File: src/design/xtea_pkg.sv
// Shared types, constants and round-key helpers for the XTEA block cipher.
package xtea_pkg;

  localparam int unsigned HalfRounds = 64;
  localparam logic [31:0] Delta      = 32'h9E37_79B9;
  localparam int unsigned WordW      = 32;
  localparam int unsigned CfgIdxW    = 3;
  localparam int unsigned ShiftL     = 4;
  localparam int unsigned ShiftR     = 5;
  localparam int unsigned SelShift   = 11;

  typedef enum logic [CfgIdxW-1:0] {
    REG_KEY0 = 3'd0,
    REG_KEY1 = 3'd1,
    REG_KEY2 = 3'd2,
    REG_KEY3 = 3'd3
  } cfg_reg_e;

  typedef enum logic {
    CMD_ENCRYPT = 1'b0,
    CMD_DECRYPT = 1'b1
  } cmd_e;

  typedef logic [WordW-1:0] word_t;

  // One slot of the round pipeline.
  typedef struct packed {
    logic  valid;
    cmd_e  cmd;
    word_t a;
    word_t b;
    logic  last;
  } stage_t;

  // Output skid status seen by the top level.
  typedef struct packed {
    logic en;
    logic full;
  } skid_stat_t;

  // Sum constant of half-round h.
  function automatic word_t round_sum(int unsigned h);
    logic [63:0] p;
    p = 64'(Delta) * 64'((h + 1) >> 1);
    return p[WordW-1:0];
  endfunction

  // Key word picked by half-round h.
  function automatic logic [1:0] round_sel(int unsigned h);
    word_t s;
    s = round_sum(h);
    return h[0] ? s[SelShift+1:SelShift] : s[1:0];
  endfunction

  // Set when stage j updates word b while encrypting.
  function automatic logic enc_upd_b(int unsigned j);
    return j[0];
  endfunction

  // Set when stage j updates word b while decrypting.
  function automatic logic dec_upd_b(int unsigned j);
    int unsigned h;
    h = HalfRounds - 1 - j;
    return h[0];
  endfunction

endpackage

File: src/design/xtea_if.sv


interface xtea_out_if;
  logic                valid;
  logic                ready;
  xtea_pkg::word_t     result_word_a;
  xtea_pkg::word_t     result_word_b;
  logic                last_block_out;

  modport source (output valid, result_word_a, result_word_b, last_block_out,
                  input ready);
  modport sink   (input valid, result_word_a, result_word_b, last_block_out,
                  output ready);
endinterface

File: src/design/xtea_out_skid.sv
// Output skid register that parts the pipeline from the result channel.
module xtea_out_skid (
  input  logic                  clk_i,
  input  logic                  rst_ni,
  input  xtea_pkg::stage_t      pipe_i,
  xtea_out_if.source            out,
  output xtea_pkg::skid_stat_t  stat_o
);

  logic             full_q;
  logic             full_d;
  xtea_pkg::stage_t skid_q;

  always_comb begin
    full_d = full_q;
    if (full_q && out.ready) begin
      full_d = 1'b0;
    end else if (!full_q && pipe_i.valid && !out.ready) begin
      full_d = 1'b1;
    end
  end

  always_ff @(posedge clk_i or negedge rst_ni) begin
    if (!rst_ni) begin
      full_q <= 1'b0;
    end else begin
      full_q <= full_d;
    end
  end

  // Catch the beat leaving the pipeline when the sink stalls.
  always_ff @(posedge clk_i) begin
    if (!full_q) begin
      skid_q <= pipe_i;
    end
  end

  assign out.valid          = full_q | pipe_i.valid;
  assign out.result_word_a  = full_q ? skid_q.a : pipe_i.a;
  assign out.result_word_b  = full_q ? skid_q.b : pipe_i.b;
  assign out.last_block_out = full_q ? skid_q.last : pipe_i.last;

  assign stat_o.en   = !full_q;
  assign stat_o.full = full_q;

endmodule

File: src/flat_wrapper.sv
// flat-port wrapper written by rule: the top's interface ports become plain ports
module xtea_out_skid_flat 
  (clk_i, rst_ni, pipe_i, stat_o, out_valid, out_result_word_a, out_result_word_b, out_last_block_out, out_ready);
  xtea_out_if out_i ();
  input  logic clk_i;
  input  logic rst_ni;
  input  xtea_pkg::stage_t pipe_i;
  output xtea_pkg::skid_stat_t stat_o;
  output wire logic [$bits(out_i.valid)-1:0] out_valid;
  output wire logic [$bits(out_i.result_word_a)-1:0] out_result_word_a;
  output wire logic [$bits(out_i.result_word_b)-1:0] out_result_word_b;
  output wire logic [$bits(out_i.last_block_out)-1:0] out_last_block_out;
  input wire logic [$bits(out_i.ready)-1:0] out_ready;
  assign out_valid = out_i.valid;
  assign out_result_word_a = out_i.result_word_a;
  assign out_result_word_b = out_i.result_word_b;
  assign out_last_block_out = out_i.last_block_out;
  assign out_i.ready = out_ready;
  xtea_out_skid u_core (.clk_i(clk_i), .rst_ni(rst_ni), .pipe_i(pipe_i), .out(out_i), .stat_o(stat_o));
endmodule
File: config.mk
export PLATFORM = sky130hd
export DESIGN_NAME = xtea_out_skid_flat
export DESIGN_NICKNAME = d
export VERILOG_FILES = /design/src/design/xtea_pkg.sv /design/src/design/xtea_if.sv /design/src/design/xtea_out_skid.sv /design/src/flat_wrapper.sv
export SDC_FILE = /design/constraint.sdc
export NUM_CORES = 1
export LEC_CHECK = 0
export BUFFER_PORTS_ARGS = -buffer_cell sky130_fd_sc_hd__buf_2
export CAP_MARGIN = 25
export CORE_ASPECT_RATIO = 1.4
export CORE_MARGIN = 5
export CORE_UTILIZATION = 48
export DETAILED_ROUTE_END_ITERATION = 8
export GPL_TIMING_DRIVEN = 0
export PLACE_DENSITY_LB_ADDON = 0.2
export SLEW_MARGIN = 25
export SYNTH_ARGS = -nofsm -noshare
export SYNTH_HDL_FRONTEND = slang
export SYNTH_SLANG_ARGS = --single-unit
File: constraint.sdc
create_clock -name clk_i -period 3.8 [get_ports clk_i]
set_input_delay 0 -clock clk_i [delete_from_list [all_inputs] [get_ports clk_i]]
set_output_delay 0 -clock clk_i [all_outputs]
set_load 0.05 [all_outputs]
==> run summary <==
Status - finished clean
Setup clock skew after layout - 0.00585 ns
Setup Total Neg Slack - 0 ns
First-pass DRT Iterations - 5
R2R Setup Slk - 2.09 ns
# Max-Cap Violations - 0
Dpl hpwl - 4230 microns
Htree depth - 3
Placed Cells - 350
Vias in the first global route - 2221
Drt drc - 0
Largest net degree at the start of global routing - 37
Reg2reg path depth - 5
Cell Count, Final, Fillers Out - 434
Leak pwr - 1.94 nW
Kind of critical path - flip-flop to output pin
Crit-path max FO - 31
Peak VDD IR - 0.000310 V
RSZ-0062 raised after global routing - false
Synth Warn # - 0
Post-Synth Simple-Gate Area - 0.218%
Core ar. - 0.00582 sq mm
# diodes - 0
Count of different cell masters after synthesis - 10
Die width - 75.3 microns
CP arrival - 1.79 ns
Port bufs - 136
CTS tree - done
Compound-gate portion of the synthesized area - 0.349%
Adder-Cell Fraction of Synth Area - 0%
Number of synthesized register bits - 66
Initial antenna violation count - 0
CP endpoint kind - output pin
Largest family of logic cells by synthesized area - multiplexers
CTS Buf Count - 9
Most frequent cells in the layout - buf_2, dlygate4sd3_1, edfxtp_1, mux2_2, mux2_4
Pwr Density - 418 mW/mm^2
Clock sink count - 66
Top-Level Pins - 138
Crit path to - stat_o[1]
GR Util All Layers - 18.5%
Crit start category - flip-flop
Syn_area_per_cell - 20.0 sq um
Actual slew at the worst max-slew pin - 0.391 ns
Initial core utilization - 49.2%
Initial drt markers - 116
Gate Count Post-Synth - 143
Relative slew margins - 74.0%
Final Cycle Share - 47.2%
Chip Height - 101 microns
Final setup fails - 0
Data required, critical path - 3.80 ns
Hold/Removal Path Class - primary input to flip-flop
Clock transition at path regs - 0.07 ns
Grt ovf - 0
Clock tree buffer depth - 2
Slew Limit Fails - 0
Tmin final - 1.79 ns
Clock insertion delay at the later pin of the skew report - 0.32 ns
Placer Congestion - 0.696
Syn nets - 213
Mux contribution to synthesized area - 27.8%
XOR/XNOR share of the synthesized area - 0%
Start point of the critical path - u_core.full_q
NumNets Final - 430
Area delta synth->final - 57.0%
DR vias/cell - 4.73
Global-route wire length before repair - 10600 microns
Share of the yosys chip area belonging to registers - 69.0%
Antenna-violating nets left - 0
Post-Syn Area - 0.00287 sq mm
Die ar. - 0.00764 sq mm
CTS root buf - clkbuf_8
Share of layout cells above drive strength 1 - 61.8%
R2R Path Start - u_core.full_q
Routed vias - 2054
Routed wire length - 6740 microns
FP Rows - 33
Minimum hold slack - 0.398 ns
Commonest non-fill, non-tap cell in the layout - buf_2
Max Fclk - 557 MHz
Fin. Hold Viols - 0
R2r endpoint - u_core.skid_q[45]
DR WL/cell - 15.5 microns
Fillers - 366
==> area by class of cell <==
class / count / area, sq um / area share (%)
Clock buffer: 11 / 131 / 2.92
Buffer: 9 / 72.6 / 1.61
Sequential cell: 66 / 1980 / 44.0
Multi-Input combinational cell: 67 / 812 / 18.1
Timing Repair Buffer: 206 / 1390 / 30.9
Tap cell: 70 / 87.6 / 1.95
Inverter: 1 / 6.26 / 0.139
Clock inverter: 4 / 20.0 / 0.445
==> timing repair <==
item	4_1_cts	5_1_grt
buffers inserted	0	0
endpoints found under the hold margin	67	0
hold buffers	69	0
resized for setup	0	0
==> cells by family (layout without fill, tap and decap cells) <==
logic type | Yosys count | in the layout
AND/OR/NAND/NOR | 1 | 1
multiplexers | 65 | 65
buffers and inverters | 10 | 231
flip-flops | 66 | 66
AO/OA/AOI/OAI | 1 | 1
==> per-layer routing <==
layer  routed length (microns)  track usage [%]
met1                      2590             21.2
met2                      3560             32.1
met3                       463             4.37
met4                       127             8.08
met5                         0                0
==> worst max-delay path: stages (launching register included) <==
cell and delay, ns:
dfrtp_1 0.39, buf_6 0.13, buf_6 0.14, buf_6 0.16
inv_4 0.31, buf_2 0.34
==> cells in the mapped netlist, drive strengths merged <==
library cell	number	area [sq um]
buf	9	72.6
dfrtp	1	25.0
edfxtp	65	1950
inv	1	3.75
mux2	65	796
o21ba	1	10.0
or2	1	6.26
==> how the worst min path moves through the flow <==
stage | startpoint | endpoint | slack, ns | cells after the start
after floorplan | rst_ni | u_core.full_q | -0.30 | 0
after global placement | rst_ni | u_core.full_q | -0.22 | 1
after detailed placement | rst_ni | u_core.full_q | -0.22 | 1
after CTS | pipe_i[5] | u_core.skid_q[5] | 0.37 | 2
after global routing | pipe_i[40] | u_core.skid_q[40] | 0.39 | 2
final | pipe_i[30] | u_core.skid_q[30] | 0.40 | 2
==> report_power, final <==
group	switching, mW	total (mW)	internal [mW]
Sequential	0.0129	0.873	0.860
Combinational	0.344	0.540	0.196
Clock	0.239	0.467	0.228
==> stage by stage <==
| step | power (mW) | setup slack (ns) | util, % | area [sq um] |
|---|---|---|---|---|
| 2_1_floorplan | 1.25 | 1.05 | - | 2870 |
| 3_3_place_gp | 1.37 | 0.663 | 62.4 | 3630 |
| 3_5_place_dp | 1.37 | 2.07 | 62.8 | 3660 |
| 4_1_cts | 1.90 | 1.96 | 77.3 | 4500 |
| 5_1_grt | 1.96 | 1.91 | 77.3 | 4500 |
| 6_report | 1.88 | 2.01 | 77.3 | 4500 |
==> sequential cells by signal, summed over array words and instances (netlist names) <==
signal         count
u_core.full_q      1
u_core.skid_q     65
No activity file was read; power rests on OpenSTA's default activity.
