### src/design/xtea_pkg.sv
// Shared types, constants and round-key helpers for the XTEA block cipher.
package xtea_pkg;

  localparam int unsigned HalfRounds = 64;
  localparam logic [31:0] Delta      = 32'h9E37_79B9;
  localparam int unsigned WordW      = 32;
  localparam int unsigned CfgIdxW    = 3;
  localparam int unsigned ShiftL     = 4;
  localparam int unsigned ShiftR     = 5;
  localparam int unsigned SelShift   = 11;

  typedef enum logic [CfgIdxW-1:0] {
    REG_KEY0 = 3'd0,
    REG_KEY1 = 3'd1,
    REG_KEY2 = 3'd2,
    REG_KEY3 = 3'd3
  } cfg_reg_e;

  typedef enum logic {
    CMD_ENCRYPT = 1'b0,
    CMD_DECRYPT = 1'b1
  } cmd_e;

  typedef logic [WordW-1:0] word_t;

  // One slot of the round pipeline.
  typedef struct packed {
    logic  valid;
    cmd_e  cmd;
    word_t a;
    word_t b;
    logic  last;
  } stage_t;

  // Output skid status seen by the top level.
  typedef struct packed {
    logic en;
    logic full;
  } skid_stat_t;

  // Sum constant of half-round h.
  function automatic word_t round_sum(int unsigned h);
    logic [63:0] p;
    p = 64'(Delta) * 64'((h + 1) >> 1);
    return p[WordW-1:0];
  endfunction

  // Key word picked by half-round h.
  function automatic logic [1:0] round_sel(int unsigned h);
    word_t s;
    s = round_sum(h);
    return h[0] ? s[SelShift+1:SelShift] : s[1:0];
  endfunction

  // Set when stage j updates word b while encrypting.
  function automatic logic enc_upd_b(int unsigned j);
    return j[0];
  endfunction

  // Set when stage j updates word b while decrypting.
  function automatic logic dec_upd_b(int unsigned j);
    int unsigned h;
    h = HalfRounds - 1 - j;
    return h[0];
  endfunction

endpackage

### src/design/xtea_stage.sv
// One half-round of the cipher pipeline with its stage register.
module xtea_stage (
  input  logic                   clk_i,
  input  logic                   rst_ni,
  input  logic                   en_i,
  input  xtea_pkg::stage_t       stage_i,
  input  xtea_pkg::word_t        rk_enc_i,
  input  xtea_pkg::word_t        rk_dec_i,
  input  logic                   upd_b_enc_i,
  input  logic                   upd_b_dec_i,
  output xtea_pkg::stage_t       stage_o
);

  logic             dec;
  logic             upd_b;
  xtea_pkg::word_t  rk;
  xtea_pkg::word_t  x;
  xtea_pkg::word_t  f;
  xtea_pkg::word_t  tgt;
  xtea_pkg::word_t  nxt;
  logic             valid_q;
  xtea_pkg::stage_t data_q;
  xtea_pkg::stage_t data_d;

  always_comb begin
    dec   = (stage_i.cmd == xtea_pkg::CMD_DECRYPT);
    upd_b = dec ? upd_b_dec_i : upd_b_enc_i;
    rk    = dec ? rk_dec_i : rk_enc_i;
    x     = upd_b ? stage_i.a : stage_i.b;
    f     = (((x << xtea_pkg::ShiftL) ^ (x >> xtea_pkg::ShiftR)) + x) ^ rk;
    tgt   = upd_b ? stage_i.b : stage_i.a;
    nxt   = dec ? (tgt - f) : (tgt + f);
    data_d       = stage_i;
    data_d.valid = 1'b0;
    if (upd_b) begin
      data_d.b = nxt;
    end else begin
      data_d.a = nxt;
    end
  end

  always_ff @(posedge clk_i or negedge rst_ni) begin
    if (!rst_ni) begin
      valid_q <= 1'b0;
    end else if (en_i) begin
      valid_q <= stage_i.valid;
    end
  end

  always_ff @(posedge clk_i) begin
    if (en_i) begin
      data_q <= data_d;
    end
  end

  always_comb begin
    stage_o       = data_q;
    stage_o.valid = valid_q;
  end

endmodule

### config.mk
export PLATFORM = sky130hd
export DESIGN_NAME = xtea_stage
export DESIGN_NICKNAME = d
export VERILOG_FILES = /design/src/design/xtea_pkg.sv /design/src/design/xtea_stage.sv
export SDC_FILE = /design/constraint.sdc
export NUM_CORES = 1
export LEC_CHECK = 0
export CORE_MARGIN = 5
export CORE_UTILIZATION = 36
export CTS_BUF_LIST = sky130_fd_sc_hd__clkbuf_8
export CTS_CLUSTER_SIZE = 28
export DETAILED_ROUTE_END_ITERATION = 10
export DONT_BUFFER_PORTS = 1
export GPL_TIMING_DRIVEN = 0
export PLACE_DENSITY = 0.56
export SLEW_MARGIN = 15
export SYNTH_ARGS = -nofsm -noshare
export SYNTH_HDL_FRONTEND = slang
export SYNTH_SLANG_ARGS = --single-unit
### constraint.sdc
create_clock -name clk_i -period 0.8 [get_ports clk_i]
set_input_delay 0 -clock clk_i [delete_from_list [all_inputs] [get_ports clk_i]]
set_output_delay 0 -clock clk_i [all_outputs]
set_load 0.02 [all_outputs]
==> summary.txt <==
Status
  – Status: finished with violations
  – Failing checks: negative hold slack, negative setup slack

Setup path
  – Crit path kind: in -> reg
  – CP endpoint kind: flop
  – CP max stage delay: 0.41 ns
  – Critical-path maximum fanout: 7
  – WP data arrival: 6.58 ns
  – CP bufs+invs: 5
  – Reg2reg start: valid_q
  – Worst R2R End: valid_q
  – Flop2flop setup slack: 0.05 ns
  – CP required: 0.90 ns
  – Slowest cell on crit path: or3_4
  – Worst r2r path cells: 1
  – Top Family by Delay on Critical Path: compound AO/OA/AOI/OAI gates
  – CP startpoint kind: input pin

Logic synthesis
  – Synth Area in Compound Gates: 21.5%
  – Synth unique cells: 88
  – Post-Synth Simple-Gate Area: 23.5%
  – YS warnings: 0
  – Post-Synth XOR/XNOR Area: 14.0%
  – Mux share of post-synthesis cell area: 6.28%
  – Synth Net Count: 1367
  – Synth Flop Type: edfxtp_1
  – Syn Inst Count: 1170
  – Async S/R FF share, synth: 1.49%
  – EDFF count, synth: 66
  – Syn_area_per_cell: 7.85 sq um
  – Post-synthesis adder-cell area fraction: 9.06%
  – Post-synthesis sequential area ratio: 21.9%
  – Post-Syn Area: 9180 sq um
  – Main combinational cell family by area after synthesis: simple AND/OR/NAND/NOR gates
  – Yosys reg bits: 67

Power
  – Logic pwr share: 76.0%
  – Net switching fraction of the power: 49.0%
  – Pwr dens: 3470 nW/um^2
  – Leakage: 5.10 nW
  – Clock share of power: 5.8%
  – Internal cell power: 0.0219 W
  – NetSw: 0.0211 W
  – Seq pwr share: 18.2%
  – Worst IR Drop VDD: 1.47 mV

Floorplanning
  – Die area: 28800 sq um
  – Core area: 25200 sq um
  – Die Ht: 170 microns
  – Io pins: 203
  – Row count: 58
  – Die span in x: 170 microns
  – Initial Util: 36.5%

Clocking
  – Clock root buffer: clkbuf_8
  – Longest Clk Path Bufs: 2
  – Worst-path clk slew: 0.08 ns
  – H-tree levels: 3
  – Clock Latency Late Sink: 0.35 ns
  – CTS tree: done
  – Clk sink count: 67
  – CTS hold repair buffers: 11
  – Total CTS buffers: 9

Routing
  – Detailed Route WL: 36700 microns
  – DRC: 0
  – Post-DRT Antenna Nets: 0
  – Mean number of vias per cell: 5.89
  – Vias post-DR: 9588
  – Initial DRC count: 783
  – Drt pass-1 iters: 5
  – Wire per inst: 22.6 microns

Global route
  – Global-route wire length before repair: 51700 microns
  – Vias in the first global route: 8894
  – GRT Overall Usage: 23.1%
  – Pin count of the biggest net entering global routing: 68
  – Initial antenna violation count: 0
  – Remaining Overflow, GRT: 0

Worst hold path
  – Worst min-delay path class: in -> reg
  – Hold EP: stage_o[33]
  – Hold Startpoint: en_i
  – Hold depth: 0

Timing
  – Worst hold slack: -0.247 ns
  – Final period util: 810%
  – Slew margin rel.: 40.7%
  – Setup violators final: 131
  – Final hold vios: 117
  – Tightest Pin Transition: 0.881 ns
  – Fmax: 0.154 GHz
  – Clk_skew: 0 ns
  – Unrepaired setup endpoints after global routing: true
  – Final WS setup: -5.68 ns
  – Min cycle time layout: 6.48 ns
  – Final number of max-transition violations: 0

Cells and area
  – Post-layout instance area: 12400 sq um
  – Share of layout cells above drive strength 1: 30.1%
  – Inserted Diodes: 0
  – Final core occ: 49.1%
  – # nets final: 1489
  – Area grow syn2layout: 34.7%

Placed design
  – Placed Area: 9920 sq um
  – Post-Place Setup Slack: -7.27 ns
  – DP HPWL: 27600 microns
  – Port-buffer cells: 0
  – Routability cong.: 0.926

Flow run
  – Max-Cap Viols: 0
==> metal layers <==
layer / vias to the layer above / share of wire (%) / global-route usage, %
met5: - / 0 / 0
met4: 0 / 3.8 / 7.46
li1: 4491 / - / -
met3: 86 / 7.9 / 3.14
met2: 471 / 46 / 37.5
met1: 4540 / 42 / 31.8
==> metrics by stage <==
| stage | TNS [ns] | power [W] | instances |
|---|---|---|---|
| 4_1_cts | -266.50 | 0.0371 | 1586 |
| 3_5_place_dp | -342.49 | 0.0298 | 1500 |
| 6_report | -269.93 | 0.0430 | 1627 |
| 3_3_place_gp | -340.74 | 0.0295 | 1500 |
| 5_1_grt | -283.72 | 0.0455 | 1627 |
| 2_1_floorplan | -261.84 | 0.0249 | 1170 |
==> synthesized netlist by cell type, drive strengths merged, types with 25 or more instances <==
master  instances  share of area (%)
nand2         224                9.2
o21ai          90                4.9
xnor2          75                7.2
a21oi          74                4.1
edfxtp         66                 22
xor2           63                6.1
nor2           62                2.5
ha             60                8.2
mux2i          46                5.5
clkbuf         36                1.5
a21o           35                2.9
nor3           31                1.7
inv            26                1.1
nand3          25                1.4
==> layout by cell type (no fill, tap or decap), drive strengths merged, types with 11 or more instances in the layout <==
cell         instances
dlygate4sd3         11
o21ai               90
nor3                31
nand2b              11
inv                 27
a21o                35
mux2i               46
nand4               17
a211oi              14
or2                 12
o21a                11
a31oi               12
buf                130
edfxtp              66
xnor2               75
and2                14
a21oi               74
nor2                62
nand2              224
xor2                63
ha                  60
clkbuf              36
and3                13
nand3               25
==> state kept, by name, indices dropped and copies added, names as in the netlist <==
signal,flops
valid_q,1
stage_o,66
==> how the worst max path moves through the flow <==
stage / start / depth (start not counted) / to
2_1_floorplan: stage_i[65] / 36 / stage_o[32]
3_3_place_gp: stage_i[65] / 34 / stage_o[32]
3_5_place_dp: stage_i[65] / 34 / stage_o[64]
4_1_cts: stage_i[65] / 35 / stage_o[64]
5_1_grt: stage_i[65] / 36 / stage_o[32]
6_report: stage_i[65] / 35 / stage_o[64]
==> timing repair <==
item                       4_1_cts  5_1_grt
pin swaps                       82       91
setup endpoints to repair      131      131
setup buffers                   67       46
hold endpoints to repair       125      117
resized for setup              160      148
==> cells by family after synthesis <==
logic type      Yosys count
compound gates          305
xor+xnor                141
fa+ha+maj                67
buf+inv                  83
flops                    67
mux                      52
simple gates            455
==> power by group through the flow <==
stage / logic (W) / clock network (W) / registers, W
after floorplan: 0.0172 / 0 / 0.00772
after global placement: 0.0216 / 0 / 0.00793
after detailed placement: 0.0218 / 0 / 0.00798
after CTS: 0.0266 / 0.00255 / 0.00790
after global routing: 0.0348 / 0.00272 / 0.00798
final: 0.0327 / 0.00249 / 0.00783
==> area by class of cell <==
cell class	count	area, sq um
Multi-Input combinational cell	1020	8270
Clock buffer	9	124
Inverter	26	97.6
Sequential cell	67	2010
Tap cell	330	413
Timing Repair Buffer	119	1000
Buffer	49	415
Fill cell	2317	12800
Clock inverter	7	36.3
Power figures use the tool's default switching activity.
